[src/hw/rtl/lfps_pkg.sv]
`timescale 1ns / 1ps
// Package for the line-following steering controller: sizes, constants, codes,
// shared structs and the motor drive function. No dependencies.
package lfps_pkg;

    localparam int NUM_SENSORS   = 8;
    localparam int SAMPLE_BITS   = 10;
    localparam int IDX_W         = $clog2(NUM_SENSORS);

    localparam int NORM_FULL     = 1000;
    localparam int NORM_W        = 10;
    localparam int MIN_RANGE     = 100;
    localparam int COUNT_FLOOR   = 200;
    localparam int SEEN_LEVEL    = 800;
    localparam int LOST_LIMIT    = 600;
    localparam int LOST_W        = 10;
    localparam int LOST_MAX      = 1023;
    localparam int DEADBAND      = 1280;
    localparam int LOW_BAND      = 5120;
    localparam int HIGH_BAND     = 8960;
    localparam int GAP_BAND      = 3840;
    localparam int TURN_BAND     = 1280;
    localparam int ADJ_LIMIT     = 140;
    localparam int KICK_SPEED    = 20;
    localparam int INNER_REVERSE = 30;

    // Lane divider: (sample - low) * 1000 divided by the channel range.
    localparam int LDIV_W = SAMPLE_BITS + NORM_W;
    localparam int LCNT_W = $clog2(LDIV_W + 1);

    // Centroid sums and error divider.
    localparam int SV_W   = NORM_W + IDX_W;
    localparam int WGT_W  = 9;
    localparam int SW_W   = SV_W + WGT_W;
    localparam int EDIV_W = SW_W + 8;
    localparam int ECNT_W = $clog2(EDIV_W + 1);

    localparam int E_W    = 16;
    localparam int F_W    = 24;
    localparam int DRV_W  = 10;

    localparam int KP_W   = 12;
    localparam int KD_W   = 13;
    localparam int SPD_W  = 8;
    localparam int GAPT_W = 10;
    localparam int CFG_IDX_W = 3;
    localparam int CFG_W  = 13;

    typedef enum logic [CFG_IDX_W-1:0] {
        CFG_KP, CFG_KD, CFG_BASE, CFG_MINC, CFG_MAX, CFG_GAP, CFG_REC, CFG_GAPT
    } t_cfg_idx;

    typedef enum logic [1:0] {
        REQ_CLEAR = 2'd0,
        REQ_CAL   = 2'd1,
        REQ_STEP  = 2'd2
    } t_req;

    typedef enum logic [3:0] {
        S_IDLE, S_NORM, S_SUM, S_DECIDE, S_DIV, S_ERR, S_MUL1, S_MUL2, S_MUL3,
        S_ACC, S_LOST, S_KICK, S_RESULT
    } t_state;

    typedef struct packed {
        logic [KP_W-1:0]   kp_gain;
        logic [KD_W-1:0]   kd_gain;
        logic [SPD_W-1:0]  cruise_spd;
        logic [SPD_W-1:0]  min_curve_speed;
        logic [SPD_W-1:0]  top_spd;
        logic [SPD_W-1:0]  bridge_spd;
        logic [SPD_W-1:0]  return_spd;
        logic [GAPT_W-1:0] bridge_limit;
    } t_cfg;

    typedef struct packed {
        logic clear;
        logic cal;
        logic start;
    } t_lane_cmd;

    typedef struct packed {
        logic             fwd;
        logic [SPD_W-1:0] duty;
    } t_motor;

    typedef struct packed {
        logic             left_forward;
        logic [SPD_W-1:0] left_duty;
        logic             right_forward;
        logic [SPD_W-1:0] right_duty;
        logic             line_seen;
        logic             run_ended;
        logic             last_of_run;
    } t_result;

    // Centroid weight of a channel: 20*i - 10*(N-1).
    function automatic logic signed [WGT_W-1:0] weight(input logic [IDX_W-1:0] i);
        return WGT_W'(20 * int'(i) - 10 * (NUM_SENSORS - 1));
    endfunction

    // Direction and duty for a signed speed, magnitude clamped to the top speed.
    function automatic t_motor drive(input logic signed [DRV_W-1:0] v,
                                     input logic [SPD_W-1:0] max_s);
        logic [DRV_W-1:0] mag;
        logic [SPD_W-1:0] m;
        t_motor r;
        mag = v[DRV_W-1] ? DRV_W'(-v) : DRV_W'(v);
        m = (mag > DRV_W'(max_s)) ? max_s : mag[SPD_W-1:0];
        r.fwd = ~v[DRV_W-1];
        r.duty = r.fwd ? (SPD_W'(255) - m) : m;
        return r;
    endfunction

endpackage

[src/hw/rtl/lfps_ctrl.sv]
`timescale 1ns / 1ps
// Merging stage and control sequencer: centroid sums, error divider, filter,
// gain scheduling, line-loss recovery and the result register. Depends on lfps_pkg.
module lfps_ctrl (
    input  logic                                          i_clk,
    input  logic                                          i_rst_n,
    input  lfps_pkg::t_cfg                                i_cfg,
    input  logic                                          i_in_valid,
    input  logic [1:0]                                    i_req,
    output logic                                          o_in_ready,
    input  logic [lfps_pkg::NUM_SENSORS-1:0][lfps_pkg::NORM_W-1:0] i_norm,
    input  logic [lfps_pkg::NUM_SENSORS-1:0]              i_busy,
    output lfps_pkg::t_lane_cmd                           o_cmd,
    output logic                                          o_res_valid,
    input  logic                                          i_res_ready,
    output lfps_pkg::t_result                             o_res
);
    import lfps_pkg::*;

    localparam int P_W   = 38;
    localparam int P2_W  = 32;
    localparam int M1_W  = 29;
    localparam int M1S_W = 40;
    localparam int M2_W  = 38;
    localparam int ACC_W = 44;

    t_state r_state, n_state;

    logic [IDX_W-1:0]         r_idx;
    logic signed [SW_W-1:0]   r_sw;
    logic [SV_W-1:0]          r_sv;
    logic [EDIV_W-1:0]        r_equo;
    logic [SV_W-1:0]          r_erem;
    logic [ECNT_W-1:0]        r_ecnt;
    logic                     r_neg;
    logic [E_W-2:0]           r_ae;
    logic signed [E_W-1:0]    r_e, r_prev;
    logic signed [F_W-1:0]    r_f;
    logic signed [P_W-1:0]    r_p1;
    logic signed [P2_W-1:0]   r_p2;
    logic signed [M1_W-1:0]   r_m1;
    logic signed [M1S_W-1:0]  r_m1s;
    logic signed [M2_W-1:0]   r_m2;
    logic [8:0]               r_scale;
    logic [23:0]              r_dprod;
    logic [SPD_W-1:0]         r_sp;
    logic signed [DRV_W-1:0]  r_left, r_right;
    logic                     r_seen;
    logic [LOST_W-1:0]        r_lost;
    logic                     r_ended;
    logic                     r_out_valid;
    t_result                  r_out;

    logic accept, slot_free, load_kick, load_main;

    logic [NORM_W-1:0]        norm_sel;
    logic signed [SW_W-1:0]   prod;
    logic [SW_W-1:0]          sw_mag;
    logic [SV_W:0]            rem_sh;
    logic                     ge;
    logic signed [E_W-1:0]    q_s;
    logic signed [E_W:0]      de;
    logic signed [P_W-1:0]    fsum;
    logic [P_W-1:0]           fmag, fq;
    logic signed [DRV_W-1:0]  sp_raw;
    logic signed [ACC_W-1:0]  acc;
    logic [ACC_W-1:0]         amag, aq;
    logic signed [8:0]        adj;
    logic [LOST_W-1:0]        lost_new;
    logic signed [DRV_W-1:0]  gap_v, rec_v, inner_v;
    t_motor                   m_l, m_r, m_k;

    assign accept    = i_in_valid && o_in_ready;
    assign slot_free = !r_out_valid || i_res_ready;

    // Next state.
    always_comb begin
        n_state = r_state;
        case (r_state)
            S_IDLE: begin
                if (accept && i_req == REQ_STEP) n_state = r_ended ? S_RESULT : S_NORM;
            end
            S_NORM:   if (i_busy == '0) n_state = S_SUM;
            S_SUM:    if (r_idx == IDX_W'(NUM_SENSORS - 1)) n_state = S_DECIDE;
            S_DECIDE: n_state = (r_sv > SV_W'(SEEN_LEVEL)) ? S_DIV : S_LOST;
            S_DIV:    if (r_ecnt == ECNT_W'(1)) n_state = S_ERR;
            S_ERR:    n_state = S_MUL1;
            S_MUL1:   n_state = S_MUL2;
            S_MUL2:   n_state = S_MUL3;
            S_MUL3:   n_state = S_ACC;
            S_ACC:    n_state = S_RESULT;
            S_LOST:   n_state = (r_lost == '0) ? S_KICK : S_RESULT;
            S_KICK:   if (slot_free) n_state = S_RESULT;
            S_RESULT: if (slot_free) n_state = S_IDLE;
            default:  n_state = S_IDLE;
        endcase
    end

    // State outputs.
    always_comb begin
        o_in_ready  = r_state == S_IDLE;
        load_kick   = (r_state == S_KICK) && slot_free;
        load_main   = (r_state == S_RESULT) && slot_free;
        o_cmd.clear = accept && i_req == REQ_CLEAR;
        o_cmd.cal   = accept && i_req == REQ_CAL;
        o_cmd.start = accept && i_req == REQ_STEP && !r_ended;
    end

    always_ff @(posedge i_clk) begin
        if (!i_rst_n) r_state <= S_IDLE;
        else r_state <= n_state;
    end

    // Datapath arithmetic.
    always_comb begin
        norm_sel = i_norm[r_idx];
        prod     = SW_W'($signed({1'b0, norm_sel})) * SW_W'(weight(r_idx));
        sw_mag   = r_sw[SW_W-1] ? SW_W'(-r_sw) : SW_W'(r_sw);
        rem_sh   = {r_erem, r_equo[EDIV_W-1]};
        ge       = rem_sh >= {1'b0, r_sv};
        q_s      = $signed({1'b0, r_equo[E_W-2:0]});
        de       = (E_W+1)'(r_e) - (E_W+1)'(r_prev);
        fsum     = r_p1 + P_W'(r_p2);
        fmag     = fsum[P_W-1] ? P_W'(-fsum) : P_W'(fsum);
        fq       = (fmag + P_W'(2048)) >> 12;
        sp_raw   = $signed({2'b0, i_cfg.cruise_spd}) - $signed({2'b0, r_dprod[23:16]});
        acc      = ACC_W'(r_m1s) + (ACC_W'(r_m2) <<< 4);
        amag     = acc[ACC_W-1] ? ACC_W'(-acc) : ACC_W'(acc);
        aq       = amag >> 24;
        adj      = (aq > ACC_W'(ADJ_LIMIT)) ? 9'(ADJ_LIMIT) : 9'(aq);
        if (acc[ACC_W-1]) adj = -adj;
        lost_new = (r_lost < LOST_W'(LOST_MAX)) ? r_lost + 1'b1 : r_lost;
        gap_v    = $signed({2'b0, i_cfg.bridge_spd});
        rec_v    = $signed({2'b0, i_cfg.return_spd});
        inner_v  = DRV_W'(-INNER_REVERSE);
        m_l      = drive(r_left, i_cfg.top_spd);
        m_r      = drive(r_right, i_cfg.top_spd);
        m_k      = drive(DRV_W'(-KICK_SPEED), i_cfg.top_spd);
    end

    always_ff @(posedge i_clk) begin
        if (!i_rst_n) begin
            r_prev  <= '0;
            r_f     <= '0;
            r_lost  <= '0;
            r_ended <= 1'b0;
        end else begin
            case (r_state)
                S_IDLE: begin
                    if (accept && i_req == REQ_CLEAR) begin
                        r_prev  <= '0;
                        r_f     <= '0;
                        r_lost  <= '0;
                        r_ended <= 1'b0;
                    end
                    // A step after the run has ended just reports the stop.
                    r_left  <= '0;
                    r_right <= '0;
                    r_seen  <= 1'b0;
                end
                S_NORM: begin
                    r_idx <= '0;
                    r_sw  <= '0;
                    r_sv  <= '0;
                end
                S_SUM: begin
                    r_sw  <= r_sw + prod;
                    r_sv  <= r_sv + SV_W'(norm_sel);
                    r_idx <= r_idx + 1'b1;
                end
                S_DECIDE: begin
                    r_neg  <= r_sw[SW_W-1];
                    r_equo <= EDIV_W'({sw_mag[SW_W-2:0], 8'b0}) + EDIV_W'(r_sv >> 1);
                    r_erem <= '0;
                    r_ecnt <= ECNT_W'(EDIV_W);
                end
                S_DIV: begin
                    r_erem <= ge ? SV_W'(rem_sh - {1'b0, r_sv}) : rem_sh[SV_W-1:0];
                    r_equo <= {r_equo[EDIV_W-2:0], ge};
                    r_ecnt <= r_ecnt - 1'b1;
                end
                S_ERR: begin
                    r_ae   <= r_equo[E_W-2:0];
                    r_e    <= (r_equo[E_W-2:0] < (E_W-1)'(DEADBAND)) ? '0 :
                              (r_neg ? -q_s : q_s);
                    r_lost <= '0;
                end
                S_MUL1: begin
                    r_p1 <= P_W'(r_f) * P_W'(13'sd3686);
                    r_p2 <= (P2_W'(de) <<< 4) * P2_W'(11'sd410);
                    r_m1 <= M1_W'(r_e) * M1_W'($signed({1'b0, i_cfg.kp_gain}));
                    if (r_ae < (E_W-1)'(LOW_BAND)) begin
                        r_scale <= 9'd77;
                        r_dprod <= 24'(r_ae) * 24'd307;
                    end else if (r_ae > (E_W-1)'(HIGH_BAND)) begin
                        r_scale <= 9'd461;
                        r_dprod <= 24'(r_ae) * 24'd461;
                    end else begin
                        r_scale <= 9'd256;
                        r_dprod <= 24'(r_ae) * 24'd307;
                    end
                end
                S_MUL2: begin
                    r_f    <= fsum[P_W-1] ? -F_W'(fq) : F_W'(fq);
                    r_m1s  <= M1S_W'(r_m1) * M1S_W'($signed({1'b0, r_scale}));
                    r_sp   <= (sp_raw < $signed({2'b0, i_cfg.min_curve_speed})) ?
                              i_cfg.min_curve_speed : sp_raw[SPD_W-1:0];
                    r_prev <= r_e;
                end
                S_MUL3: begin
                    r_m2 <= M2_W'(r_f) * M2_W'($signed({1'b0, i_cfg.kd_gain}));
                end
                S_ACC: begin
                    r_left  <= $signed({2'b0, r_sp}) - DRV_W'(adj);
                    r_right <= $signed({2'b0, r_sp}) + DRV_W'(adj);
                    r_seen  <= 1'b1;
                end
                S_LOST: begin
                    r_lost <= lost_new;
                    r_seen <= 1'b0;
                    if (lost_new > LOST_W'(LOST_LIMIT)) begin
                        r_ended <= 1'b1;
                        r_left  <= '0;
                        r_right <= '0;
                    end else if (lost_new < i_cfg.bridge_limit &&
                                 r_prev < $signed(E_W'(GAP_BAND)) &&
                                 r_prev > -$signed(E_W'(GAP_BAND))) begin
                        r_left  <= gap_v;
                        r_right <= gap_v;
                    end else if (r_prev < -$signed(E_W'(TURN_BAND))) begin
                        r_left  <= rec_v;
                        r_right <= inner_v;
                    end else if (r_prev > $signed(E_W'(TURN_BAND))) begin
                        r_left  <= inner_v;
                        r_right <= rec_v;
                    end else begin
                        r_left  <= gap_v;
                        r_right <= gap_v;
                    end
                end
                default: begin
                end
            endcase
        end
    end

    // Result register.
    always_ff @(posedge i_clk) begin
        if (!i_rst_n) begin
            r_out_valid <= 1'b0;
        end else if (load_kick) begin
            r_out_valid         <= 1'b1;
            r_out.left_forward  <= m_k.fwd;
            r_out.left_duty     <= m_k.duty;
            r_out.right_forward <= m_k.fwd;
            r_out.right_duty    <= m_k.duty;
            r_out.line_seen     <= 1'b0;
            r_out.run_ended     <= r_ended;
            r_out.last_of_run   <= 1'b0;
        end else if (load_main) begin
            r_out_valid         <= 1'b1;
            r_out.left_forward  <= m_l.fwd;
            r_out.left_duty     <= m_l.duty;
            r_out.right_forward <= m_r.fwd;
            r_out.right_duty    <= m_r.duty;
            r_out.line_seen     <= r_seen;
            r_out.run_ended     <= r_ended;
            r_out.last_of_run   <= 1'b1;
        end else if (i_res_ready) begin
            r_out_valid <= 1'b0;
        end
    end

    assign o_res_valid = r_out_valid;
    assign o_res       = r_out;

endmodule

[config.mk]
export PLATFORM = sky130hd
export DESIGN_NAME = lfps_ctrl
export DESIGN_NICKNAME = d
export VERILOG_FILES = /design/src/hw/rtl/lfps_pkg.sv /design/src/hw/rtl/lfps_ctrl.sv
export SDC_FILE = /design/constraint.sdc
export NUM_CORES = 2
export LEC_CHECK = 0
export CAP_MARGIN = 0
export CORE_MARGIN = 3
export CORE_UTILIZATION = 40
export DETAILED_ROUTE_END_ITERATION = 10
export DONT_BUFFER_PORTS = 1
export GPL_ROUTABILITY_DRIVEN = 0
export PLACE_DENSITY = 0.51
export SLEW_MARGIN = 20
export SYNTH_ARGS = -nofsm -noshare
export SYNTH_HDL_FRONTEND = slang
export SYNTH_SLANG_ARGS = --single-unit
[constraint.sdc]
create_clock -name i_clk -period 16.3 [get_ports i_clk]
set_clock_uncertainty 0.05 [all_clocks]
set_input_delay 2.445 -clock i_clk [delete_from_list [all_inputs] [get_ports i_clk]]
set_output_delay 2.445 -clock i_clk [all_outputs]
set_load 0.005 [all_outputs]
## Word level (Yosys, flattened, before mapping)

Index checks and enable logic that the tools add are counted.

| storage, ports and cells | value |
|---|---|
| output and inout bits | 26 |
| logic and storage cells | 217 |
| register bits after elaboration | 426 |
| input bits | 169 |

| operators by class | value |
|---|---|
| magnitude comparators | 18 |
| mux-type cells | 63 |
| add/subtract/negate cells | 25 |
| bitwise logic cells | 3 |
| multipliers | 9 |
| equal/unequal tests | 24 |
| reductions and logical operators | 41 |

Operators with widths:

| kind | number |
|---|---|
| $mux W10 | 12 |
| $mux W24 | 4 |
| $pmux W10 S3 | 3 |
| $mux W8 | 8 |
| $pmux W30 S2 | 1 |
| $pmux W13 S2 | 2 |
| $pmux W4 S13 | 1 |
| $mul A15 B9 Y24 const B | 2 |
| $pmux W24 S2 | 1 |
| $mux W44 | 1 |
| $neg A43 Y44 | 1 |
| $pmux W22 S2 | 1 |
| $add A39 B42 Y43 | 1 |
| $mux W21 | 2 |
| $mul A29 B10 Y39 | 1 |
| $add A38 B31 Y38 | 1 |
| $mul A24 B14 Y38 | 1 |
| $add A36 B12 Y36 const B | 1 |
| $mul A24 B12 Y36 const B | 1 |
| $mux W36 | 1 |
| $neg A36 Y36 | 1 |
| $mux W4 | 8 |
| $pmux W16 S2 | 1 |
| $add A29 B12 Y30 | 1 |
| other kinds (73) | 126 |

## Logic depth before layout (Yosys ltp)

| logic depth | value |
|---|---|
| depth in word-level cells | 9 |
| mapped depth | 36 |
| mapped depth without buffers | 34 |

## Least setup slack after synthesis

No wires, ideal clock.

| timing path | value |
|---|---|
| path type | in2reg |
| start point | input port i_cfg[54] (netlist name) |
| end point | register r_m2[36], data pin |
| buffers on the path | 1 |
| path slack | 7,132 ps |
| cell stages on the path | 26 |
| data required time | 15,992 ps |
| data arrival time | 8,860 ps |
| setup time | 258 ps |
| cells stage by stage | clkbuf_1 nand2_1 fa_1 inv_1 fa_1 inv_1 fa_1 inv_1 fa_1 fa_1 fa_1 ha_1 a21oi_1 nor2_1 a21oi_1 o21ai_0 o21ai_0 o21bai_1 a31o_2 a21oi_1 a311oi_1 a41o_1 o41ai_1 o2111ai_1 a21oi_1 xnor2_1 |

| between the ends | value |
|---|---|
| longest elaborated chain between the ends | 1 |

Ends and longest elaborated chain:

| item | line | source |
|---|---|---|
| start, declared | lfps_ctrl.sv:7 | `input lfps_pkg::t_cfg i_cfg,` |
| $mul A24 B14 Y38 | lfps_ctrl.sv:211 | `r_m2 <= M2_W'(r_f) * M2_W'($signed({1'b0, i_cfg.kd_gain}));` |
| end signal, assigned | lfps_ctrl.sv:211 |  |
| end, declared | lfps_ctrl.sv:43 | `logic signed [M2_W-1:0] r_m2;` |

Every way passes these cells.
A chain may end at the register's enable or synchronous reset.

## Final worst setup path

Same ends and word-level chain as after synthesis.

==> flow_summary.ini <==
[status]
outcome = finished clean

[grt]
antenna_found_initial = 7
grt_max_degree = 66
gr-total-overflow = 0
grtUsageTotal = 0.198
grt_pass1_wl_um = 274000
first_global_vias = 49800

[cts]
clock-sinks = 402
cts_hold_buf = 0
cts_buffers = 53
cts_resized = 0
clk_latency_ps = 670
clkTransAtPathRegs_ps = 70
cts_root_buffer = clkbuf_16
cts_buffer_depth = 3
cts_setup_buffers = 0
tritoncts = built
h-tree-depth = 2

[route]
drtPass1Iterations = 7
vias = 47900
drcViolationCount = 0
antenna_left = 0
drt_iter0_drc = 2252
via_per_inst = 5.16
drt-total-wl_um = 170000
wire_per_inst_um = 18.3

[logic_synthesis]
syn_area_per_cell_sq_um = 9.41
synth_edf_count = 346
synth_cells = 7129
syn_area_sq_um = 67100
synth_ff_type = edfxtp_1
synth-async-reset-ratio = 0
yosysWarnings = 0
synth-seq-cells = 402
ys_top_cells_by_area = fa_1 26%, ha_1 16%, edfxtp_1 15%
synth_commonest_cells = 1253 x inv_1, 880 x fa_1, 866 x ha_1
syn-num-nets = 9044
ys_seq_area_frac = 0.172
yosysTopAreaCell = fa_1
synth_cell_type_count = 114
synth_most_common_cell = inv_1
yosysTopAreaCellShare = 0.263

[power_and_ir_drop]
power.clock.fraction = 0.126
power_density_nw_per_um2 = 134
p_leak_nw = 33.7
seqPwrFrac = 0.166
switching_share = 0.461
p_comb_frac = 0.708
p_int_mw = 5.16
switchingPower_mw = 4.41
ir_worst_vdd_uv = 312

[sta]
finalHoldViolCount = 0
timing.fmax_mhz = 110
slew_viol_final = 0
fin_crit_sh = 0.559
setup-tns-final_ps = 0
maxSlewHeadroom = 0.255
rsz0062_at_grt = false
setup_violations = 0
fin_crit_ps = 9110
worst_slew_pin_slew_ps = 1100

[die]
initial_core_util = 0.405
dieWidth_um = 416
coreArea_sq_um = 166000
fp.dieH_um = 416
io_pins = 195
die_area_sq_um = 173000
fp-row-count = 149

[layout]
multi_input_area_sq_um = 50100
areaGrowthSynthToFinish_pct = 6.23
drive_gt1_frac = 0.0371
fin_cells = 9268
nets = 8944
ff_latch_area_sq_um = 11500
fill_cells = 16200

[placement]
dpl.cell_count = 9162
dp_hpwl_um = 141000
portBuffers = 0

[worst_setup_path]
crit_arrival_ps = 9440
critPathMaxFanout = 24
critical_path_class = in2reg
start_kind = primary input
end_kind = flop
cp.required_ps = 16620

[flow_run]
cap_violations = 0

[worst_hold_path]
hold_class = reg2reg
routing by layer:
| metal | global-route usage | vias to the layer above | wire (um) |
|---|---|---|---|
| met5 | 0 | - | 0 |
| met4 | 0.0597 | 0 | 5280 |
| met3 | 0.0166 | 176 | 5000 |
| met2 | 0.355 | 703 | 85400 |
| met1 | 0.253 | 23600 | 74100 |
| li1 | - | 23300 | - |
metrics by stage:
step	instance area [sq um]	power (mW)	util	hold WS, ps	setup slack, ps
3_3_place_gp	69500	8.40	0.419	392	6590
6_report	71300	9.57	0.430	402	7190
2_1_floorplan	67100	7.00	-	381	7130
3_5_place_dp	69500	8.44	0.419	392	6570
4_1_cts	71200	9.73	0.430	402	7220
5_1_grt	71300	10.7	0.430	423	6680
worst paths after layout:
kind | from | endpoint | slack, ps | cells after the start
max | i_cfg[54] | r_m2[36] | 7190 | 25
min | r_f[21] | r_f[21] | 400 | 2
min reg2reg | r_f[21] | r_f[21] | 400 | 2
max reg2reg | r_m1s[4] | r_right[8] | 7510 | 29
registers in the layout, summed over array words and instances (netlist names), 10 cells and up:
register,count
r_m1s,39
r_m2,38
r_p1,36
r_equo,30
r_m1,29
r_p2,26
r_f,24
o_res,21
r_sw,21
r_e,16
r_prev,16
r_ae,15
r_erem,13
r_sv,13
r_left,10
r_lost,10
r_right,10
power by group through the flow:
stage,registers [mW],logic (mW),clock network [mW]
finish,1.59,6.77,1.21
global route,1.61,7.82,1.28
floorplan,1.55,5.44,0
global placement,1.61,6.79,0
detailed placement,1.61,6.82,0
CTS,1.59,6.88,1.25
cell families after synthesis:
family,share of synthesized area
flip-flops,0.172
buffers and inverters,0.0824
AO/OA/AOI/OAI,0.111
XOR/XNOR,0.0574
multiplexers,0.0131
AND/OR/NAND/NOR,0.140
adder cells (fa/ha/maj),0.424
worst max-delay path, stage by stage:
cell and delay, ps:
and2_1 160, fa_1 500, fa_1 540, inv_1 50, fa_1 500, inv_1 50
fa_1 460, fa_1 520, fa_1 490, ha_1 360, a21o_1 180, a21oi_1 220
nor2_1 70, a21oi_1 200, o21ai_0 190, o21ai_0 330, o21bai_1 150, a31o_2 270
a21oi_1 180, a311oi_1 160, a41o_1 290, o41ai_1 600, o2111ai_1 220, a21oi_1 210
xnor2_1 80
final cells by class:
cell class | count | area share
antenna | 10 | 0.000351
clock buffer | 74 | 0.0212
clock inverter | 21 | 0.00330
inverter | 1257 | 0.0662
multi-input combinational | 5266 | 0.704
sequential | 402 | 0.162
tap | 2189 | 0.0384
timing repair buffer | 49 | 0.00521
placed cells by master (no fill, tap or decap), drive strengths merged, types with 21 or more instances in the layout:
cell type / count
inv: 1262
fa: 880
ha: 866
nand2: 526
nor2: 423
and2: 368
edfxtp: 346
a21oi: 335
xnor2: 301
o21ai: 220
xor2: 132
a21o: 114
nor3: 104
nand3: 102
clkbuf: 74
nor2b: 61
nand2b: 57
dfxtp: 56
o21a: 52
o21bai: 51
buf: 49
a211oi: 44
and3: 43
nand4: 40
or3: 38
a31oi: 36
o31ai: 35
or2: 33
mux2i: 32
nor4: 30
a22oi: 27
o22ai: 26
o211ai: 21
Note: power is estimated with default switching activity, not from simulation.
