`src/hw/rtl/lfps_pkg.sv`:
```
`timescale 1ns / 1ps
// Package for the line-following steering controller: sizes, constants, codes,
// shared structs and the motor drive function. No dependencies.
package lfps_pkg;

    localparam int NUM_SENSORS   = 8;
    localparam int SAMPLE_BITS   = 10;
    localparam int IDX_W         = $clog2(NUM_SENSORS);

    localparam int NORM_FULL     = 1000;
    localparam int NORM_W        = 10;
    localparam int MIN_RANGE     = 100;
    localparam int COUNT_FLOOR   = 200;
    localparam int SEEN_LEVEL    = 800;
    localparam int LOST_LIMIT    = 600;
    localparam int LOST_W        = 10;
    localparam int LOST_MAX      = 1023;
    localparam int DEADBAND      = 1280;
    localparam int LOW_BAND      = 5120;
    localparam int HIGH_BAND     = 8960;
    localparam int GAP_BAND      = 3840;
    localparam int TURN_BAND     = 1280;
    localparam int ADJ_LIMIT     = 140;
    localparam int KICK_SPEED    = 20;
    localparam int INNER_REVERSE = 30;

    // Lane divider: (sample - low) * 1000 divided by the channel range.
    localparam int LDIV_W = SAMPLE_BITS + NORM_W;
    localparam int LCNT_W = $clog2(LDIV_W + 1);

    // Centroid sums and error divider.
    localparam int SV_W   = NORM_W + IDX_W;
    localparam int WGT_W  = 9;
    localparam int SW_W   = SV_W + WGT_W;
    localparam int EDIV_W = SW_W + 8;
    localparam int ECNT_W = $clog2(EDIV_W + 1);

    localparam int E_W    = 16;
    localparam int F_W    = 24;
    localparam int DRV_W  = 10;

    localparam int KP_W   = 12;
    localparam int KD_W   = 13;
    localparam int SPD_W  = 8;
    localparam int GAPT_W = 10;
    localparam int CFG_IDX_W = 3;
    localparam int CFG_W  = 13;

    typedef enum logic [CFG_IDX_W-1:0] {
        CFG_KP, CFG_KD, CFG_BASE, CFG_MINC, CFG_MAX, CFG_GAP, CFG_REC, CFG_GAPT
    } t_cfg_idx;

    typedef enum logic [1:0] {
        REQ_CLEAR = 2'd0,
        REQ_CAL   = 2'd1,
        REQ_STEP  = 2'd2
    } t_req;

    typedef enum logic [3:0] {
        S_IDLE, S_NORM, S_SUM, S_DECIDE, S_DIV, S_ERR, S_MUL1, S_MUL2, S_MUL3,
        S_ACC, S_LOST, S_KICK, S_RESULT
    } t_state;

    typedef struct packed {
        logic [KP_W-1:0]   kp_gain;
        logic [KD_W-1:0]   kd_gain;
        logic [SPD_W-1:0]  cruise_spd;
        logic [SPD_W-1:0]  min_curve_speed;
        logic [SPD_W-1:0]  top_spd;
        logic [SPD_W-1:0]  bridge_spd;
        logic [SPD_W-1:0]  return_spd;
        logic [GAPT_W-1:0] bridge_limit;
    } t_cfg;

    typedef struct packed {
        logic clear;
        logic cal;
        logic start;
    } t_lane_cmd;

    typedef struct packed {
        logic             fwd;
        logic [SPD_W-1:0] duty;
    } t_motor;

    typedef struct packed {
        logic             left_forward;
        logic [SPD_W-1:0] left_duty;
        logic             right_forward;
        logic [SPD_W-1:0] right_duty;
        logic             line_seen;
        logic             run_ended;
        logic             last_of_run;
    } t_result;

    // Centroid weight of a channel: 20*i - 10*(N-1).
    function automatic logic signed [WGT_W-1:0] weight(input logic [IDX_W-1:0] i);
        return WGT_W'(20 * int'(i) - 10 * (NUM_SENSORS - 1));
    endfunction

    // Direction and duty for a signed speed, magnitude clamped to the top speed.
    function automatic t_motor drive(input logic signed [DRV_W-1:0] v,
                                     input logic [SPD_W-1:0] max_s);
        logic [DRV_W-1:0] mag;
        logic [SPD_W-1:0] m;
        t_motor r;
        mag = v[DRV_W-1] ? DRV_W'(-v) : DRV_W'(v);
        m = (mag > DRV_W'(max_s)) ? max_s : mag[SPD_W-1:0];
        r.fwd = ~v[DRV_W-1];
        r.duty = r.fwd ? (SPD_W'(255) - m) : m;
        return r;
    endfunction

endpackage

```
`src/hw/rtl/lfps_lane.sv`:
```
`timescale 1ns / 1ps
// One sensor lane: calibration limits and a bit-serial normaliser to 0..1000.
// Depends on lfps_pkg.
module lfps_lane (
    input  logic                                i_clk,
    input  logic                                i_rst_n,
    input  lfps_pkg::t_lane_cmd                 i_cmd,
    input  logic [lfps_pkg::SAMPLE_BITS-1:0]    i_sample,
    output logic [lfps_pkg::NORM_W-1:0]         o_norm,
    output logic                                o_busy
);
    import lfps_pkg::*;

    logic [SAMPLE_BITS-1:0] r_low, r_high, r_div, r_rem;
    logic [LDIV_W-1:0]      r_quo;
    logic [LCNT_W-1:0]      r_cnt;
    logic                   r_valid;

    logic signed [SAMPLE_BITS:0] range_s;
    logic [SAMPLE_BITS-1:0]      diff;
    logic [SAMPLE_BITS:0]        rem_sh;
    logic                        ge;
    logic [NORM_W-1:0]           qc;

    assign range_s = $signed({1'b0, r_high}) - $signed({1'b0, r_low});
    assign diff    = (i_sample > r_low) ? (i_sample - r_low) : '0;
    assign rem_sh  = {r_rem, r_quo[LDIV_W-1]};
    assign ge      = rem_sh >= {1'b0, r_div};
    assign qc      = (r_quo > LDIV_W'(NORM_FULL)) ? NORM_W'(NORM_FULL) : r_quo[NORM_W-1:0];
    assign o_norm  = (r_valid && qc > NORM_W'(COUNT_FLOOR)) ? qc : '0;
    assign o_busy  = r_cnt != '0;

    always_ff @(posedge i_clk) begin
        if (!i_rst_n) begin
            r_low   <= '1;
            r_high  <= '0;
            r_cnt   <= '0;
            r_valid <= 1'b0;
        end else begin
            if (i_cmd.clear) begin
                r_low  <= '1;
                r_high <= '0;
            end else if (i_cmd.cal) begin
                if (i_sample < r_low) r_low <= i_sample;
                if (i_sample > r_high) r_high <= i_sample;
            end
            if (i_cmd.start) begin
                r_valid <= range_s >= $signed((SAMPLE_BITS+1)'(MIN_RANGE));
                r_div   <= range_s[SAMPLE_BITS-1:0];
                r_rem   <= '0;
                r_quo   <= LDIV_W'(diff) * LDIV_W'(NORM_FULL);
                r_cnt   <= LCNT_W'(LDIV_W);
            end else if (o_busy) begin
                r_rem <= ge ? SAMPLE_BITS'(rem_sh - {1'b0, r_div}) : rem_sh[SAMPLE_BITS-1:0];
                r_quo <= {r_quo[LDIV_W-2:0], ge};
                r_cnt <= r_cnt - 1'b1;
            end
        end
    end

endmodule

```
`config.mk`:
```
export PLATFORM = sky130hd
export DESIGN_NAME = lfps_lane
export DESIGN_NICKNAME = d
export VERILOG_FILES = /design/src/hw/rtl/lfps_pkg.sv /design/src/hw/rtl/lfps_lane.sv
export SDC_FILE = /design/constraint.sdc
export NUM_CORES = 1
export LEC_CHECK = 0
export ABC_AREA = 1
export BUFFER_PORTS_ARGS = -buffer_cell sky130_fd_sc_hd__buf_2
export CAP_MARGIN = 20
export CORE_UTILIZATION = 55
export CTS_CLUSTER_SIZE = 20
export DETAILED_ROUTE_END_ITERATION = 7
export GPL_TIMING_DRIVEN = 0
export HOLD_SLACK_MARGIN = 0.15
export MAX_ROUTING_LAYER = met4
export PLACE_DENSITY = 0.72
export SETUP_SLACK_MARGIN = 0.05
export SLEW_MARGIN = 0
export SYNTH_ARGS = -nofsm -noshare
export SYNTH_HDL_FRONTEND = slang
export SYNTH_SLANG_ARGS = --single-unit
```
`constraint.sdc`:
```
create_clock -name i_clk -period 6.2 [get_ports i_clk]
set_input_delay 0.31 -clock i_clk [delete_from_list [all_inputs] [get_ports i_clk]]
set_output_delay 0.31 -clock i_clk [all_outputs]
set_load 0.01 [all_outputs]
```
Word-level counts from Yosys, hierarchy flattened
Index checks and enable logic that the tools add are counted.

word-level totals
  word-level logic and storage cells = 40
  input bits = 15
  register bits after elaboration = 66

cells by class
  multiply operators = 1
  order comparisons = 7
  add/sub/neg operators = 4
  multiplexer cells = 9
  bitwise logic cells = 1
  reduce and logical (&&, ||, !) cells = 9

operators with widths
  cell                                                                                   count
  10-bit two-way mux                                                                     5
  20-bit two-way mux                                                                     2
  10-bit > comparator                                                                    2
  20-bit by 10-bit > comparator with 1-bit output (second input constant)                1
  10-bit subtractor                                                                      2
  10-bit by 7-bit multiplier with 17-bit output (second input constant)                  1
  11-bit by 10-bit greater-or-equal comparator with 1-bit output                         1
  11-bit by 8-bit greater-or-equal comparator with 1-bit output (second input constant)  1
  10-bit by 10-bit subtractor with 11-bit output                                         1
  10-bit by 8-bit > comparator with 1-bit output (second input constant)                 1
  10-bit < comparator                                                                    1
  5-bit two-way mux                                                                      2
  2-bit AND reduction                                                                    4
  5-bit nonzero test                                                                     1
  5-bit by 1-bit subtractor with 5-bit output (second input constant)                    1
  2-bit OR reduction                                                                     2
  2-bit nonzero test                                                                     1
  1-bit logical AND                                                                      1
  1-bit NOT                                                                              1

Longest topological paths before layout
Gate-level depths: netlist of run 1.

  word-level depth = 5
  depth in mapped cells = 28

Least setup slack after synthesis of run 1
OpenSTA, ideal clock, no wires.

  kind = input -> register
  start point = in i_sample[0] (netlist name)
  end point = reg r_quo[12] (data pin)
  setup slack = 1,229 ps
  arrival = 4,704 ps
  stages on the path = 26
  data required time = 5,933 ps
  buffers on the path = 0
  cell sequence = inv_1 > ha_1 > inv_1 > fa_1 > nand3_1 > nand3_2 > nand2_4 > nor2_1 > ha_1 > ha_1 > xor2_1 > ha_1 > inv_1 > fa_1 > fa_1 > inv_1 > ha_1 > a21oi_1 > nand2_1 > nand2_1 > nand2_1 > nand2_1 > nand2_1 > or2_2 > nand3_1 > o21ai_0

between the ends
  cells in the longest elaborated chain, start to end = 4
  elaborated cells on any way between the ends = 5

ends and longest elaborated chain
  element                                                          RTL line         RTL
  from (decl)                                                      lfps_lane.sv:8   input logic [lfps_pkg::SAMPLE_BITS-1:0] i_sample,
  10-bit subtractor / 10-bit > comparator (equally long branches)  lfps_lane.sv:26  assign diff = (i_sample > r_low) ? (i_sample - r_low) : '0;
  10-bit two-way mux (*)                                           lfps_lane.sv:26
  10-bit by 7-bit multiplier with 17-bit output (*)                lfps_lane.sv:51  r_quo <= LDIV_W'(diff) * LDIV_W'(NORM_FULL);
  20-bit two-way mux (*)                                           lfps_lane.sv:47  if (i_cmd.start) begin
  to (signal assigned)                                             lfps_lane.sv:51
  to (signal assigned)                                             lfps_lane.sv:55  r_quo <= {r_quo[LDIV_W-2:0], ge};
  to (decl)                                                        lfps_lane.sv:15  logic [LDIV_W-1:0] r_quo;

Every way passes the cells marked *; elsewhere a longest branch is shown, timed or not.
A chain may end at the register's enable or synchronous reset.

Worst setup path after layout of run 1
  start point = reg r_low[7]
  end point = reg r_quo[12] (data pin)

between the ends
  cells in the longest elaborated chain, start to end = 4
  elaborated cells on any way between the ends = 5

ends and longest elaborated chain
  element                                                          RTL line         RTL
  from (decl)                                                      lfps_lane.sv:14  logic [SAMPLE_BITS-1:0] r_low, r_high, r_div, r_rem;
  from (signal assigned)                                           lfps_lane.sv:44  if (i_sample < r_low) r_low <= i_sample;
  10-bit subtractor / 10-bit > comparator (equally long branches)  lfps_lane.sv:26
  10-bit two-way mux (*)                                           lfps_lane.sv:26
  10-bit by 7-bit multiplier with 17-bit output (*)                lfps_lane.sv:51
  20-bit two-way mux (*)                                           lfps_lane.sv:47

Marks and branches as above.

==> results.json, run 1 <==
{
  "worstMarginPinSlew_ns": 0.7408,
  "worst-setup-path-type": "flop to flop",
  "drtIter0Drc": 218,
  "gp_congestion": 0.8648,
  "wire_per_inst_um": 13.50,
  "post-place-cells": 1016,
  "p_per_area_mw_per_mm2": 254.1,
  "ys_seq_elements": 66,
  "antenna_left": 0,
  "post-route-period-util": 0.9041,
  "grt_pass1_vias": 5239,
  "final_nets": 1014,
  "crit_slowest_cell": "fa_1",
  "synth_edf_count": 40,
  "crit_fanout": 6,
  "synth_top_area_frac": 0.1870,
  "avgSynthCellArea_um2": 7.574,
  "ys_seq_area_frac": 0.2681,
  "yosys-top-cells-count": "nand2_1, inv_1, nor2_1, ha_1, nand3_1",
  "relSlewSlack": 0.5049,
  "viasPerCell": 5.287,
  "grt_util_all_layers": 0.2628,
  "critPathArrivalTime_ns": 5.67,
  "yosysTopAreaCell": "edfxtp_1",
  "finClkSkew_ns": 0.006410,
  "antenna_found_initial": 0,
  "endpoint_kind": "flop",
  "cts_tree": "done",
  "synth.most_common_cell": "nand2_1",
  "cts_resized": 0,
  "r2r_start": "r_low[7]$_SDFFE_PP1P_",
  "clk_latency_ns": 0.34,
  "period_minus_slack_ns": 5.605,
  "synthTopCellsByArea": "edfxtp_1, ha_1, nand2_1",
  "ff_latch_area_mm2": 0.001722,
  "max_stage_delay_ns": 0.51,
  "grt_max_degree": 18,
  "dieArea_mm2": 0.01211,
  "wl_met2_um": 6616,
  "dpl_cell_area_mm2": 0.006749,
  "fin_ws_ns": 0.5945,
  "io_buffers": 24,
  "fin_tns_setup_ns": 0,
  "hpwl_um": 11350,
  "ys_types": 40,
  "cts_hold_buf": 0,
  "area_growth_pct": 10.11,
  "status": "finished clean",
  "multi_input_area_mm2": 0.004034,
  "max_freq_mhz": 178.4,
  "post_cts_buffers": 0,
  "route.detailed.drc": 0,
  "htreeDepth": 3,
  "grt_pass1_wl_um": 23870,
  "boundaryPins": 26,
  "clockRootBuffer": "clkbuf_16",
  "p_leak_uw": 0.003734,
  "async_flop_share": 0,
  "setup_violations": 0,
  "rows": 39,
  "synth_warnings": 0,
  "clk_path_buf_depth": 2,
  "clkSlewWorstSetupHoldPaths_ns": 0.06,
  "routed.top_layer": "met4",
  "synthesis.area_mm2": 0.006422,
  "n_fill_cell": 1031,
  "drtPass1Iterations": 4,
  "layout-drive-gt1-share": 0.07874,
  "finalNonFillerCells": 1032,
  "drt_wl_total_um": 13930,
  "initial_utilization": 0.5625,
  "final-hold-violation-count": 0,
  "num_antenna_cells": 0,
  "worst_ep_required_time_ns": 6.27,
  "maxCapViolCount": 0,
  "routedLengthMet1_um": 6638,
  "ir_worst_vdd_mv": 0.1848,
  "die_y_um": 110.1,
  "hold_path_startpoint": "i_sample[0]",
  "clock_sinks": 66,
  "grt-ovfl-total": 0,
  "synthFlopType": "edfxtp_1",
  "vias": 5456,
  "numCtsBuffers": 9,
  "synthCells": 848,
  "crit_start": "r_low[7]$_SDFFE_PP1P_",
  "syn_nets": 978,
  "finalMaxSlewViolations": 0,
  "coreArea_mm2": 0.01142,
  "rsz0062_at_grt": "no",
  "place_ws_ns": 0.6110,
  "routed-wl-met3_um": 511,
  "hold_class": "input pin to flop",
  "crit_path_start_kind": "flop",
  "dieWidth_um": 110.1,
  "postLayoutCellArea_mm2": 0.007072
}
-- per-stage QoR --
stage / utilization / power (µW) / hold WS (ns)
finish: 0.6193 / 1797 / 0.2095
detailed placement: 0.5911 / 1250 / 0.4437
global route: 0.6193 / 1932 / 0.2148
floorplan: - / 1100 / 0.4217
CTS: 0.6193 / 1802 / 0.1967
global placement: 0.5886 / 1224 / 0.4354
-- flip-flops by register name, indices dropped and copies added, names as in the netlist --
register and flops:
r_div 10, r_rem 10, r_valid 1, r_cnt 5, r_high 10, r_quo 20
r_low 10
-- final cells by class --
class	count	area share
buffer	12	0.008846
clock buffer	11	0.03733
clock inverter	5	0.008316
inverter	159	0.08546
multi-input combinational	611	0.5704
sequential	66	0.2435
tap	143	0.02530
timing repair buffer	25	0.02088
-- final timing paths --
kind | depth (start not counted) | end | slack, ns
min reg2reg | 1 | r_cnt[0]$_SDFFE_PP0P_ | 0.45
max reg2reg | 26 | r_quo[12]$_DFFE_PP_ | 0.59
max | 26 | r_quo[12]$_DFFE_PP_ | 0.59
min | 3 | r_low[0]$_SDFFE_PP1P_ | 0.21
-- metal layers --
metal / up-vias / GRT usage
li1: 2802 / -
met1: 2530 / 0.3403
met3: 12 / 0.04762
met4: 0 / 0.06381
met2: 112 / 0.4263
met5: - / -
-- placed cells by master (no fill, tap or decap), types with 9 or more instances in the layout --
cell,count
nand2_1,187
inv_1,156
nor2_1,86
ha_1,85
nand3_1,49
a21oi_1,43
o21ai_0,41
edfxtp_1,40
fa_1,30
buf_2,26
dfxtp_1,26
xor2_1,12
nand4_1,11
o211ai_1,11
clkbuf_16,10
nor3_1,9
xnor2_1,9
-- worst max-delay path, delay by kind of cell, from the launching register on --
kind,cells,cell delay (ns)
buffers and inverters,4,0.26
adders and majority gates,7,2.67
xor gates and xnor gates,1,0.17
DFF,1,0.31
AOI/OAI and AO/OA,4,0.59
and+or+nand+nor,10,1.34
-- logic make-up after synthesis --
kind of cell | synth area share
adder cells (fa/ha/maj) | 0.2591
flip-flops | 0.2681
buffers and inverters | 0.1038
AO/OA/AOI/OAI | 0.09546
XOR/XNOR | 0.02864
AND/OR/NAND/NOR | 0.2449
-- power breakdown --
part	internal (µW)	switching, µW
Combinational	244	409
Clock	347	196
Sequential	560	40.4
Total	1150	646
Note: power is estimated with default switching activity, not from simulation.
==> inputs of run 2 (changes only) <==
--- a/config.mk
+++ b/config.mk
@@ -8,14 +8,14 @@
 export ABC_AREA = 1
 export BUFFER_PORTS_ARGS = -buffer_cell sky130_fd_sc_hd__buf_2
 export CAP_MARGIN = 20
-export CORE_UTILIZATION = 55
+export CORE_UTILIZATION = 60
 export CTS_CLUSTER_SIZE = 20
 export DETAILED_ROUTE_END_ITERATION = 7
 export GPL_TIMING_DRIVEN = 0
 export HOLD_SLACK_MARGIN = 0.15
 export MAX_ROUTING_LAYER = met4
-export PLACE_DENSITY = 0.72
-export SETUP_SLACK_MARGIN = 0.05
+export PLACE_DENSITY = 0.78
+export SETUP_SLACK_MARGIN = 0.5
 export SLEW_MARGIN = 0
 export SYNTH_ARGS = -nofsm -noshare
 export SYNTH_HDL_FRONTEND = slang
==> run 2 against run 1 <==
- core utilization is 5.4 points higher
- routed wire length decreased by 0.27%
- critical endpoint unchanged
- die area fell by 8.2%
- register-to-register slack better by 0.11 ns
- setup slack improved by 0.11 ns
- highest routed layer unchanged
- non-clock buffer count unchanged
- design area shrank 1.2%
- critical path type unchanged
==> results.json, run 2 (synthesis results as in run 1) <==
{
  "numCtsBuffers": 9,
  "relSlewSlack": 0.4924,
  "layout-drive-gt1-share": 0.08436,
  "num_antenna_cells": 0,
  "crit_slowest_cell": "fa_1",
  "final-hold-violation-count": 0,
  "worst-setup-path-type": "flop to flop",
  "clock_sinks": 66,
  "period_minus_slack_ns": 5.496,
  "final_common_cell": "nand2_1",
  "post-route-period-util": 0.8865,
  "r2r_slack_ns": 0.70,
  "rows": 37,
  "grt_max_degree": 18,
  "antenna_found_initial": 0,
  "drt_wl_total_um": 13890,
  "grt_pass1_vias": 5416,
  "top_register": "r_quo",
  "hold_class": "input pin to flop",
  "route.detailed.drc": 0,
  "setup_violations": 0,
  "max_freq_mhz": 181.9,
  "cts_hold_buf": 0,
  "power_uw": 1665,
  "crit_start": "r_low[0]$_SDFFE_PP1P_",
  "vias": 5489,
  "io_buffers": 24,
  "final_core_utilization": 0.6737,
  "antenna_left": 0,
  "finalMaxSlewViolations": 0,
  "status": "finished clean",
  "final_nets": 1014,
  "initial_utilization": 0.6193,
  "dieWidth_um": 105.5,
  "boundaryPins": 26,
  "drtPass1Iterations": 5,
  "grt-ovfl-total": 0,
  "drtIter0Drc": 374,
  "p_per_area_mw_per_mm2": 238.3,
  "maxCapViolCount": 0,
  "htreeDepth": 3,
  "viasPerCell": 5.355,
  "clkSlewWorstSetupHoldPaths_ns": 0.08,
  "largest_reg_flops": 20,
  "dieArea_mm2": 0.01112,
  "clk_path_buf_depth": 2,
  "endpoint": "r_quo[12]$_DFFE_PP_",
  "worstMarginPinSlew_ns": 0.7595,
  "coreArea_mm2": 0.01037,
  "fin_tns_setup_ns": 0,
  "worst_ep_required_time_ns": 6.28,
  "cts_tree": "done",
  "endpoint_kind": "flop",
  "p_leak_uw": 0.003685,
  "final_cell_mix": "nand2_1, inv_1, ha_1",
  "clk_latency_ns": 0.35,
  "area_growth_pct": 8.786,
  "post_cts_buffers": 0,
  "ir_worst_vdd_mv": 0.1515,
  "critPathArrivalTime_ns": 5.58,
  "finClkSkew_ns": 0.01377,
  "regToRegEndpoint": "r_quo[12]$_DFFE_PP_",
  "max_stage_delay_ns": 0.52,
  "holdWs_ns": 0.2370,
  "grt_util_all_layers": 0.2807,
  "clockRootBuffer": "clkbuf_8",
  "grt_pass1_wl_um": 24320,
  "die_y_um": 105.5,
  "hpwl_um": 11430,
  "r2r_start": "r_low[0]$_SDFFE_PP1P_",
  "crit_fanout": 6,
  "rsz0062_at_grt": "yes",
  "reg2regPathDepth": 25,
  "wire_per_inst_um": 13.55,
  "gp_congestion": 0.9017,
  "crit_path_start_kind": "flop"
}
[run 2: through the flow]
step	worst slack, ns	area [µm²]	std cells
4_1_cts	0.6370	6957	1025
6_report	0.7039	6987	1025
5_1_grt	0.4861	6987	1025
3_3_place_gp	0.6720	6713	1008
2_1_floorplan	1.229	6422	848
3_5_place_dp	0.5821	6740	1009
[run 2: layout make-up]
type	count	area, µm²
buffer	12	62.56
sequential	66	1722
multi-input combinational	611	4064
tap	136	170.2
timing repair buffer	25	147.6
inverter	159	604.3
clock buffer	9	123.9
clock inverter	7	92.59
fill	897	3383
[run 2: power by group]
part | internal, µW | leakage, µW | switching (µW)
combinational | 245 | 0.00296 | 413
sequential | 559 | 0.000617 | 41.0
clock | 226 | 0.000105 | 181
total | 1030 | 0.00368 | 635
[run 2: per-layer routing]
layer	routed length (µm)	global-route usage
met4	153	0.07042
met3	530	0.03401
met1	6542	0.3680
met5	0	-
met2	6664	0.4633
[run 2: critical path: cells and delay by family (launching register included)]
kind | cells | cell delay [ns]
xor+xnor | 1 | 0.17
buf+inv | 3 | 0.17
flops | 1 | 0.39
fa+ha+maj | 8 | 2.94
simple gates | 11 | 1.30
compound gates | 2 | 0.25
[run 2: repair_timing]
action / CTS / global route
setup endpoints to repair: 0 / 7
resized for setup: 0 / 9
endpoints found under the hold margin: 0 / 0
[run 2: how the worst min path moves through the flow]
stage	start	endpoint	slack, ns	cells after the start
2_1_floorplan	r_cnt[0]$_SDFFE_PP0P_	r_cnt[0]$_SDFFE_PP0P_	0.42	1
3_3_place_gp	r_cnt[0]$_SDFFE_PP0P_	r_cnt[0]$_SDFFE_PP0P_	0.44	1
3_5_place_dp	r_high[4]$_SDFFE_PP0P_	r_high[4]$_SDFFE_PP0P_	0.48	2
4_1_cts	i_sample[0]	r_low[0]$_SDFFE_PP1P_	0.22	3
5_1_grt	i_sample[0]	r_low[0]$_SDFFE_PP1P_	0.24	3
6_report	i_sample[0]	r_low[0]$_SDFFE_PP1P_	0.24	3
==> inputs of run 3 (changes only) <==
--- a/config.mk
+++ b/config.mk
@@ -5,7 +5,6 @@
 export SDC_FILE = /design/constraint.sdc
 export NUM_CORES = 1
 export LEC_CHECK = 0
-export ABC_AREA = 1
 export BUFFER_PORTS_ARGS = -buffer_cell sky130_fd_sc_hd__buf_2
 export CAP_MARGIN = 20
 export CORE_UTILIZATION = 60
==> run 3 against run 2 <==
- final cell count shrank 16%
- core utilization up 5.7 points
- register-to-register slack worse by 0.21 ns
- clock skew grew 0.0082 ns
- routed wire length grew 10%
==> results.json, run 3 <==
{
  "htreeDepth": 3,
  "wire_per_inst_um": 17.82,
  "syn_nets": 793,
  "rsz0062_at_grt": "yes",
  "grt_max_degree": 23,
  "largest_reg_flops": 20,
  "setup_violations": 0,
  "synthesis.area_mm2": 0.006181,
  "io_buffers": 24,
  "synthFlopType": "edfxtp_1",
  "hold_class": "input pin to flop",
  "finalNonFillerCells": 858,
  "worst-setup-path-type": "flop to flop",
  "crit_fanout": 8,
  "boundaryPins": 26,
  "multi_input_area_mm2": 0.004387,
  "synthCells": 663,
  "ys_seq_elements": 66,
  "die_y_um": 103.5,
  "synth_edf_count": 40,
  "ys_types": 60,
  "drtPass1Iterations": 5,
  "post-route-period-util": 0.9200,
  "synth_warnings": 0,
  "crit_slowest_cell": "fa_1",
  "grt_pass1_wl_um": 24090,
  "final-hold-violation-count": 0,
  "postLayoutCellArea_mm2": 0.007206,
  "maxCapViolCount": 0,
  "ir_worst_vdd_mv": 0.1166,
  "drtIter0Drc": 335,
  "coreArea_mm2": 0.009864,
  "period_minus_slack_ns": 5.704,
  "post-place-cells": 821,
  "status": "finished clean",
  "fin_ws_ns": 0.4957,
  "place_ws_ns": -0.2607,
  "ff_latch_area_mm2": 0.001724,
  "critical_path_buf_inv_count": 3,
  "synth.most_common_cell": "inv_1",
  "numCtsBuffers": 9,
  "crit_chain": "inv_1, ha_1, nor2b_1, o2111ai_1, a31oi_1, a31oi_1, xnor2_1, and2_2, ha_1, fa_1, inv_1, fa_1, ha_1, ha_1, clkbuf_1, and2_1, o21ai_0, o211ai_1, xnor2_1, mux2_4",
  "ys_seq_area_frac": 0.2785,
  "clockRootBuffer": "clkbuf_8",
  "final_cell_mix": "inv_1, ha_1, a21oi_1",
  "final_common_cell": "inv_1",
  "layout-drive-gt1-share": 0.1779,
  "initial_utilization": 0.6266,
  "clk_path_buf_depth": 2,
  "dpl_cell_area_mm2": 0.006533,
  "clkSlewWorstSetupHoldPaths_ns": 0.08,
  "use_met3": 0.05175,
  "finalMaxSlewViolations": 0,
  "max_stage_delay_ns": 0.54,
  "use_met1": 0.3816,
  "p_per_area_mw_per_mm2": 224.6,
  "async_flop_share": 0,
  "worstMarginPinSlew_ns": 0.7331,
  "clk_latency_ns": 0.35,
  "route.detailed.drc": 0,
  "gp_congestion": 0.9620,
  "cts_tree": "done",
  "yosys-top-cells-count": "inv_1, ha_1, a21oi_1, edfxtp_1",
  "crit_path_start_kind": "flop",
  "rows": 36,
  "grt_busiest_layer": "met2",
  "finClkSkew_ns": 0.02195,
  "grtUsageMet2": 0.4977,
  "yosysTopAreaCell": "edfxtp_1",
  "p_leak_uw": 0.003317,
  "hpwl_um": 10840,
  "clock_sinks": 66,
  "cts_hold_buf": 0,
  "grt_pass1_vias": 5063,
  "holdWs_ns": 0.2583,
  "synth_top_area_frac": 0.1943,
  "avgSynthCellArea_um2": 9.323,
  "dieArea_mm2": 0.01071,
  "endpoint_kind": "flop",
  "grt-ovfl-total": 0,
  "n_fill_cell": 660,
  "crit_path_frequent_cell": "ha_1",
  "top_register": "r_quo",
  "antenna_found_initial": 0,
  "final_core_utilization": 0.7305,
  "drt_wl_total_um": 15290,
  "crit_family": "adder cells",
  "area_growth_pct": 16.58,
  "relSlewSlack": 0.5080,
  "num_antenna_cells": 0,
  "vias": 5218,
  "final_nets": 850,
  "viasPerCell": 6.082,
  "worst_ep_required_time_ns": 6.30,
  "max_freq_mhz": 175.3,
  "grt_util_all_layers": 0.3034,
  "antenna_left": 0,
  "synthTopCellsByArea": "edfxtp_1, ha_1, fa_1",
  "critPathArrivalTime_ns": 5.81,
  "dieWidth_um": 103.5
}
==> run 3: changes by cell type in the layout (fill, tap and decap cells not counted), sizes merged, moves of 11 or more <==
cell | before | now
nand3 | 51 | 22
o21a | 1 | 14
nand2 | 195 | 29
buf | 30 | 49
a21o | 2 | 19
a211o | 0 | 11
inv | 160 | 87
xnor2 | 9 | 24
and2 | 0 | 16
nor2 | 90 | 27
==> run 3: cell type report <==
| cell class | count | area share |
|---|---|---|
| flip-flops and latches | 66 | 0.2393 |
| multi-input cells | 494 | 0.6088 |
| plain buffers | 16 | 0.01250 |
| well taps | 133 | 0.02309 |
| inverters | 87 | 0.04532 |
| repair buffers | 46 | 0.04289 |
| clock inverters | 7 | 0.01094 |
| clock buffers | 9 | 0.01719 |
==> run 3: tightest hold or removal path, cell delays in order <==
cell,delay (ns)
buf_2,0.13
nand3_1,0.07
a21oi_1,0.06
==> run 3: path summary, 6_finish.rpt <==
kind / start / to / slack, ns / depth (start not counted)
max reg2reg: r_low[1]$_SDFFE_PP1P_ / r_quo[19]$_DFFE_PP_ / 0.50 / 20
min reg2reg: r_low[8]$_SDFFE_PP1P_ / r_low[8]$_SDFFE_PP1P_ / 0.47 / 1
min: i_sample[8] / r_high[8]$_SDFFE_PP0P_ / 0.26 / 3
max: r_low[1]$_SDFFE_PP1P_ / r_quo[19]$_DFFE_PP_ / 0.50 / 20
==> run 3: timing repair <==
action	4_1_cts	5_1_grt
setup buffers	9	10
pin swaps	16	26
setup endpoints to repair	11	8
cloned	2	0
resized for setup	31	36
==> run 3: metrics by stage <==
stage | power (µW) | setup TNS, ns
detailed placement | 1178 | -0.9647
global placement | 1147 | -0.3334
CTS | 1578 | 0
floorplan | 1036 | 0
global route | 1717 | 0
finish | 1619 | 0
==> run 3: cells by family after synthesis <==
kind of cell,count (synthesis),synth area share
AND/OR/NAND/NOR,166,0.1407
AO/OA/AOI/OAI,172,0.1870
XOR/XNOR,32,0.04534
flip-flops,66,0.2785
multiplexers,9,0.01640
buffers and inverters,103,0.06275
adder cells (fa/ha/maj),115,0.2692
==> run 3: report_power, final <==
| part | internal (µW) | switching, µW | leakage, µW |
|---|---|---|---|
| clock | 189 | 191 | 0.0000973 |
| combinational | 271 | 374 | 0.00260 |
| sequential | 552 | 42.3 | 0.000616 |
==> run 3: layer usage <==
metal	vias up	wire, µm
li1	2496	-
met1	2521	6614
met2	175	7400
met3	26	934
met4	0	340
met5	-	0
